`src/rtl/ppl_pkg.sv`:
```
// ----------------------------------------------------------------------------
// ppl_pkg
// shared types and codes for the positional pair list
// ----------------------------------------------------------------------------
package ppl_pkg;

  localparam int unsigned DefDepth       = 16;
  localparam int unsigned DefFirstWidth  = 32;
  localparam int unsigned DefSecondWidth = 32;

  localparam int unsigned PosWidth   = 5;
  localparam int unsigned ValWidth   = 32;
  localparam int unsigned CountWidth = 5;

  typedef enum logic [1:0] {
    CmdAppend = 2'd0,
    CmdInsert = 2'd1,
    CmdRemove = 2'd2,
    CmdRead   = 2'd3
  } cmd_e;

  typedef enum logic [1:0] {
    StOk    = 2'd0,
    StFull  = 2'd1,
    StRange = 2'd2
  } status_e;

  // per-cell move control, at most one bit set
  typedef struct packed {
    logic load_new;    // take the incoming word
    logic from_left;   // take the lower neighbor (shift up)
    logic from_right;  // take the upper neighbor (shift down)
  } cell_ctrl_t;

endpackage

```
`src/rtl/ppl_cell.sv`:
```
// ----------------------------------------------------------------------------
// ppl_cell
// one list slot: holds a pair and loads from input or either neighbor
// ----------------------------------------------------------------------------
module ppl_cell
  import ppl_pkg::*;
#(
  parameter int unsigned FirstWidth  = DefFirstWidth,
  parameter int unsigned SecondWidth = DefSecondWidth
) (
  input  logic                   clk_i,
  input  cell_ctrl_t             ctrl_i,
  input  logic [FirstWidth-1:0]  new_first_i,
  input  logic [SecondWidth-1:0] new_second_i,
  input  logic [FirstWidth-1:0]  left_first_i,
  input  logic [SecondWidth-1:0] left_second_i,
  input  logic [FirstWidth-1:0]  right_first_i,
  input  logic [SecondWidth-1:0] right_second_i,
  output logic [FirstWidth-1:0]  first_o,
  output logic [SecondWidth-1:0] second_o
);

  logic [FirstWidth-1:0]  first_q, first_d;
  logic [SecondWidth-1:0] second_q, second_d;

  always_comb begin
    priority if (ctrl_i.load_new) begin
      first_d  = new_first_i;
      second_d = new_second_i;
    end else if (ctrl_i.from_left) begin
      first_d  = left_first_i;
      second_d = left_second_i;
    end else if (ctrl_i.from_right) begin
      first_d  = right_first_i;
      second_d = right_second_i;
    end else begin
      first_d  = first_q;
      second_d = second_q;
    end
  end

  // payload only, no reset
  always_ff @(posedge clk_i) begin
    first_q  <= first_d;
    second_q <= second_d;
  end

  assign first_o  = first_q;
  assign second_o = second_q;

endmodule

```
`src/rtl/positional_pair_list_core.sv`:
```
// ----------------------------------------------------------------------------
// positional_pair_list_core
// bounded ordered list of value pairs with append, insert, remove and read
// ----------------------------------------------------------------------------
// result: the result word is registered and shows on the cycle after start is taken
// throughput: one command word per cycle, all cells shift in parallel
// busy stays low, the receiver cannot stall so nothing backs up
// reset clears the entry count and the result strobe; cell contents are
// undefined until written and are never read before that
module positional_pair_list_core
  import ppl_pkg::*;
#(
  parameter int unsigned Depth       = DefDepth,
  parameter int unsigned FirstWidth  = DefFirstWidth,
  parameter int unsigned SecondWidth = DefSecondWidth
) (
  input  logic                  clk_i,
  input  logic                  rst_ni,
  input  logic                  start,
  output logic                  busy,
  input  logic [1:0]            command_i,
  input  logic [PosWidth-1:0]   position_i,
  input  logic [ValWidth-1:0]   first_value_i,
  input  logic [ValWidth-1:0]   second_value_i,
  output logic                  valid_o,
  output logic [1:0]            status_o,
  output logic [ValWidth-1:0]   pair_first_o,
  output logic [ValWidth-1:0]   pair_second_o,
  output logic [CountWidth-1:0] count_o
);

  // count holds 0..Depth, compares run at the wider of count and position
  localparam int unsigned CntW = $clog2(Depth + 1);
  localparam int unsigned CmpW = (CntW > PosWidth) ? CntW : PosWidth;
  localparam int unsigned IdxW = (Depth > 1) ? $clog2(Depth) : 1;

  // one command every cycle, nothing to wait for
  assign busy = 1'b0;

  logic accept;
  assign accept = start & ~busy;

  // entry count
  logic [CntW-1:0] count_q, count_d;
  logic [CmpW-1:0] cnt_x, pos_x;

  assign cnt_x = CmpW'(count_q);
  assign pos_x = CmpW'(position_i);

  cmd_e cmd;
  assign cmd = cmd_e'(command_i);

  logic full;
  assign full = (cnt_x == CmpW'(Depth));

  // incoming pair trimmed or widened to the stored width
  logic [FirstWidth-1:0]  new_first;
  logic [SecondWidth-1:0] new_second;

  always_comb begin
    new_first  = '0;
    new_second = '0;
    for (int b = 0; b < FirstWidth; b++) begin
      if (b < ValWidth) new_first[b] = first_value_i[b];
    end
    for (int b = 0; b < SecondWidth; b++) begin
      if (b < ValWidth) new_second[b] = second_value_i[b];
    end
  end

  // decode the command into what the chain does this cycle
  logic    do_append, do_insert, do_remove;
  status_e status_d;
  logic    want_pair;

  always_comb begin
    do_append = 1'b0;
    do_insert = 1'b0;
    do_remove = 1'b0;
    want_pair = 1'b0;
    status_d  = StOk;
    count_d   = count_q;
    unique case (cmd)
      CmdAppend: begin
        if (full) begin
          status_d = StFull;
        end else begin
          do_append = 1'b1;
          count_d   = count_q + CntW'(1);
        end
      end
      CmdInsert: begin
        // fullness wins over a bad position
        if (full) begin
          status_d = StFull;
        end else if (pos_x > cnt_x) begin
          status_d = StRange;
        end else begin
          do_insert = 1'b1;
          count_d   = count_q + CntW'(1);
        end
      end
      CmdRemove: begin
        if (pos_x >= cnt_x) begin
          status_d = StRange;
        end else begin
          do_remove = 1'b1;
          want_pair = 1'b1;
          count_d   = count_q - CntW'(1);
        end
      end
      CmdRead: begin
        if (pos_x >= cnt_x) begin
          status_d = StRange;
        end else begin
          want_pair = 1'b1;
        end
      end
      default: status_d = StOk;
    endcase
  end

  // the chain of cells
  logic [FirstWidth-1:0]  cell_first  [Depth];
  logic [SecondWidth-1:0] cell_second [Depth];
  cell_ctrl_t             cell_ctrl   [Depth];

  for (genvar i = 0; i < Depth; i++) begin : g_cell
    localparam logic [CmpW-1:0] Here = CmpW'(i);

    logic [FirstWidth-1:0]  left_first,  right_first;
    logic [SecondWidth-1:0] left_second, right_second;

    // edge cells see themselves where no neighbor exists
    if (i == 0) begin : g_lo
      assign left_first  = cell_first[i];
      assign left_second = cell_second[i];
    end else begin : g_lo_n
      assign left_first  = cell_first[i-1];
      assign left_second = cell_second[i-1];
    end
    if (i == Depth - 1) begin : g_hi
      assign right_first  = cell_first[i];
      assign right_second = cell_second[i];
    end else begin : g_hi_n
      assign right_first  = cell_first[i+1];
      assign right_second = cell_second[i+1];
    end

    // cells past the end may shift freely, their contents do not matter
    always_comb begin
      cell_ctrl[i].load_new   = accept & ((do_append & (Here == cnt_x)) |
                                          (do_insert & (Here == pos_x)));
      cell_ctrl[i].from_left  = accept & do_insert & (Here > pos_x);
      cell_ctrl[i].from_right = accept & do_remove & (Here >= pos_x);
    end

    ppl_cell #(
      .FirstWidth  (FirstWidth),
      .SecondWidth (SecondWidth)
    ) u_cell (
      .clk_i          (clk_i),
      .ctrl_i         (cell_ctrl[i]),
      .new_first_i    (new_first),
      .new_second_i   (new_second),
      .left_first_i   (left_first),
      .left_second_i  (left_second),
      .right_first_i  (right_first),
      .right_second_i (right_second),
      .first_o        (cell_first[i]),
      .second_o       (cell_second[i])
    );
  end

  // pick the addressed pair, only used when the position is in range
  logic [IdxW-1:0]        rd_idx;
  logic [FirstWidth-1:0]  rd_first;
  logic [SecondWidth-1:0] rd_second;
  logic [ValWidth-1:0]    pair_first_d, pair_second_d;

  assign rd_idx    = pos_x[IdxW-1:0];
  assign rd_first  = cell_first[rd_idx];
  assign rd_second = cell_second[rd_idx];

  always_comb begin
    pair_first_d  = '0;
    pair_second_d = '0;
    if (want_pair) begin
      for (int b = 0; b < ValWidth; b++) begin
        if (b < FirstWidth)  pair_first_d[b]  = rd_first[b];
        if (b < SecondWidth) pair_second_d[b] = rd_second[b];
      end
    end
  end

  // count and strobe are control state, result payload is not reset
  logic valid_q;

  always_ff @(posedge clk_i or negedge rst_ni) begin
    if (!rst_ni) begin
      count_q <= '0;
      valid_q <= 1'b0;
    end else begin
      valid_q <= accept;
      if (accept) count_q <= count_d;
    end
  end

  logic [1:0]            status_q;
  logic [ValWidth-1:0]   pair_first_q, pair_second_q;
  logic [CountWidth-1:0] count_out_q;
  logic [CmpW-1:0]       count_d_x;

  assign count_d_x = CmpW'(count_d);

  always_ff @(posedge clk_i) begin
    if (accept) begin
      status_q      <= status_d;
      pair_first_q  <= pair_first_d;
      pair_second_q <= pair_second_d;
      count_out_q   <= count_d_x[CountWidth-1:0];
    end
  end

  assign valid_o       = valid_q;
  assign status_o      = status_q;
  assign pair_first_o  = pair_first_q;
  assign pair_second_o = pair_second_q;
  assign count_o       = count_out_q;

endmodule
```
`config.mk`:
```
export PLATFORM = sky130hd
export DESIGN_NAME = positional_pair_list_core
export DESIGN_NICKNAME = d
export VERILOG_FILES = /design/src/rtl/ppl_pkg.sv /design/src/rtl/ppl_cell.sv /design/src/rtl/positional_pair_list_core.sv
export SDC_FILE = /design/constraint.sdc
export NUM_CORES = 2
export LEC_CHECK = 0
export ABC_CLOCK_PERIOD_IN_PS = 5300
export BUFFER_PORTS_ARGS = -buffer_cell sky130_fd_sc_hd__buf_2
export CORE_ASPECT_RATIO = 2
export CORE_MARGIN = 8
export CORE_UTILIZATION = 50
export CTS_BUF_LIST = sky130_fd_sc_hd__clkbuf_4 sky130_fd_sc_hd__clkbuf_8
export CTS_CLUSTER_SIZE = 40
export DETAILED_ROUTE_END_ITERATION = 10
export PLACE_DENSITY = 0.77
export SLEW_MARGIN = 10
export SYNTH_ARGS = -nofsm -noshare
export SYNTH_HDL_FRONTEND = slang
export SYNTH_HIERARCHICAL = 1
export SYNTH_SLANG_ARGS = --single-unit
```
`constraint.sdc`:
```
create_clock -name clk_i -period 5.3 [get_ports clk_i]
set_input_delay 0.53 -clock clk_i [delete_from_list [all_inputs] [get_ports clk_i]]
set_output_delay 0.53 -clock clk_i [all_outputs]
set_load 0.005 [all_outputs]
```
==> results.sh <==
export IMPL_tns_ns=0
export IMPL_ys_seq_area_share_pct=51.7
export IMPL_dr_total_vias=45900
export IMPL_rsz0062_at_grt="false"
export IMPL_highest_layer="met5"
export IMPL_cts_resized=0
export IMPL_clock_skew_final_ns=0.0531
export IMPL_cts_sinks=1101
export IMPL_die_h_um=521
export IMPL_cts_buffer_depth=3
export IMPL_min_from="command_i[1]"
export IMPL_postRouteAntennaNets=0
export IMPL_power_density_mw_per_mm2=306
export IMPL_required_ns=5.91
export IMPL_worstHoldPathType="input port to flop"
export IMPL_wl_per_cell_um=29.0
export IMPL_overflow=0
export IMPL_hold_viol=0
export IMPL_grt_pass1_vias=47800
export IMPL_worstSetupStartpoint="cnt_x[3]"
export IMPL_dr_pass1_iters=7
export IMPL_rows=185
export IMPL_async_flop_share_pct=0.545
export IMPL_maxCapViolCount=0
export IMPL_fp_dieArea_mm2=0.140
export IMPL_antenna_found_initial=21
export IMPL_initial_core_util_pct=50.4
export IMPL_setup_slack_ns=0.708
export IMPL_grt_pass1_wl_um=300000
export IMPL_die_w_um=269
export IMPL_globalRouteTotalUtil_pct=28.5
export IMPL_io_buffers=145
export IMPL_route_detailed_drc=0
export IMPL_coreArea_mm2=0.127
export IMPL_fin_nets=5237
export IMPL_vias_per_cell=6.59
export IMPL_clockRootBuffer="clkbuf_8"
export IMPL_path_class="flop to flop"
export IMPL_cts_tree="yes"
export IMPL_arrival_ns=5.20
export IMPL_r2r_start="cnt_x[3]"
export IMPL_status="completed"
export IMPL_clk_latency_ns=0.90
export IMPL_dp_slack_ns=0.653
export IMPL_wl_met3_um=19500
export IMPL_setup_viol=0
export IMPL_ys_warn_count=6
export IMPL_synth_distinct_cells=61
export IMPL_hpwlAfterDp_um=114000
export IMPL_synth_area_mm2=0.0639
export IMPL_cts_max_level=4
export IMPL_synth_edf_count=1095
export IMPL_synth_top_area_share_pct=51.5
export IMPL_maxSlewViolCount=0
export IMPL_startpoint_type="flop"
export IMPL_ir_drop_uv=249
export IMPL_syn_to_final_growth_pct=7.61
export IMPL_cp_max_fo=33
export IMPL_routedLengthMet1_um=64200
export IMPL_grt_start_max_net_pins=129
export IMPL_max_slew_margin_rel_pct=24.1
export IMPL_cts_inserted_buffers=159
export IMPL_yosys_top_cells_area="edfxtp_1 (51%), mux2i_1 (16%), mux4_2 (11%)"
export IMPL_ios=147
export IMPL_finalCritPeriodShare_pct=86.6
export IMPL_fin_crit_ns=4.59
export IMPL_postSynthAreaPerCell_um2=12.3
export IMPL_fmax_ghz=0.218
export IMPL_synthCells=5186
export IMPL_ys_ff_latch=1101
export IMPL_leakagePower_nw=19.7
export IMPL_path_clk_slew_ns=0.07
export IMPL_wl_met2_um=101000
export IMPL_end_kind="flop"
export IMPL_synth_top_area_cell="edfxtp_1"
export IMPL_drive_above_1_share_pct=16.2
export IMPL_dr_first_iter_drc_count=5369
export IMPL_place_gp_congestion=0.933
export IMPL_worst_slew_pin_transition_ns=1.14
export IMPL_yosys_most_used_dff="edfxtp_1"
export IMPL_wirelength_um=202000
-- cell usage after synthesis (all sizes together) (7+ instances only) --
cell type	instances
o32ai	7
o21ai	1030
nor2b	66
ha	11
buf	249
a21oi	11
clkbuf	185
inv	14
edfxtp	1095
nor2	22
mux2i	1024
mux4	320
nand2	1043
or3	17
nand3	8
o22ai	10
-- sequential cells by signal (all words and copies together), names as in the netlist --
name	cells
g_cell.u_cell/second_o	512
g_cell.u_cell/first_o	512
status_o	2
pair_first_o	32
valid_o	1
cnt_x	5
pair_second_o	32
count_o	5
-- per-stage QoR --
| stage | hold WS [ns] | instance area, um2 | utilization [%] | power, mW | std cells |
|---|---|---|---|---|---|
| floorplan | 0.234 | 63900 | - | 12.9 | 5188 |
| global placement | 0.420 | 65600 | 51.7 | 14.1 | 6672 |
| detailed placement | 0.419 | 65600 | 51.7 | 14.2 | 6672 |
| CTS | 0.0139 | 68700 | 54.2 | 21.1 | 6953 |
| global route | 0.0829 | 68700 | 54.2 | 21.7 | 6963 |
| finish | 0.0965 | 68700 | 54.2 | 21.1 | 6969 |
-- layout by cell type, fill, tap and decap left out, drive strengths merged, types with 7 or more instances in the layout --
cell | Yosys | routed
a21oi | 11 | 11
buf | 249 | 234
bufinv | 0 | 7
clkbuf | 185 | 208
clkinv | 0 | 60
diode | 0 | 16
edfxtp | 1095 | 1095
ha | 11 | 11
inv | 14 | 17
mux2i | 1024 | 1024
mux4 | 320 | 320
nand2 | 1043 | 1043
nand3 | 8 | 8
nor2 | 22 | 22
nor2b | 66 | 66
o21ai | 1030 | 1030
o22ai | 10 | 10
o32ai | 7 | 7
or3 | 17 | 17
-- area by class of cell --
| cell class | count | area, um2 |
|---|---|---|
| Inverter | 14 | 62.6 |
| Antenna cell | 16 | 40.0 |
| Multi-Input combinational cell | 3639 | 28500 |
| Sequential cell | 1101 | 33000 |
| Tap cell | 1683 | 2110 |
| Fill cell | 10500 | 58100 |
| Clock inverter | 72 | 508 |
| Timing Repair Buffer | 237 | 1920 |
| Clock buffer | 207 | 2570 |
-- final timing paths --
check / endpoint / slack (ns) / depth (start not counted)
max in group asynchronous: cnt_x[2] / 4.21 / 3
worst max-delay path: g_cell[13].u_cell/first_o[30] / 0.71 / 11
worst min register to register: g_cell[1].u_cell/second_o[3] / 0.64 / 2
worst max register to register: g_cell[13].u_cell/first_o[30] / 0.71 / 11
worst min-delay path: cnt_x[4] / 0.1 / 2
min in group asynchronous: valid_o / 0.72 / 3
-- power by group --
part / switching (mW) / internal (mW) / leakage [nW]
Clock: 3.48 / 3.50 / 1.63
Sequential: 0.371 / 10.4 / 10.1
Combinational: 2.08 / 1.26 / 7.94
-- kinds of logic (layout without fill, tap and decap cells) --
logic type	Yosys count	after routing	share of synthesized area [%]
multiplexers	1346	1346	27.4
AND/OR/NAND/NOR	1185	1185	7.46
buffers and inverters	448	530	4.41
flip-flops	1101	1101	51.7
other	1	19	0.00587
XOR/XNOR	2	2	0.0274
AO/OA/AOI/OAI	1092	1092	8.81
adder cells (fa/ha/maj)	11	11	0.215
-- timing repair --
action | 4_1_cts | 5_1_grt
hold buffers | 2 | 0
hold endpoints to repair | 6 | 0
setup endpoints to repair | 0 | 0
setup buffers | 0 | 0
-- worst max-delay path, cell delays in order (launching register included) --
cell,delay [ns]
dfrtp_1,0.59
inv_1,0.26
ha_1,0.37
nand4_1,0.17
o221ai_1,0.14
buf_4,0.18
a21bo_2,0.37
a31oi_4,0.21
buf_4,0.72
buf_4,0.81
mux2i_1,0.30
o21ai_1,0.08
-- metal layers --
layer	GRT usage, %	up-vias
met4	21.4	8
met5	0	-
met3	5.80	1039
met1	30.4	22100
li1	-	19600
met2	49.0	3193
Note: power is estimated with default switching activity, not from simulation.
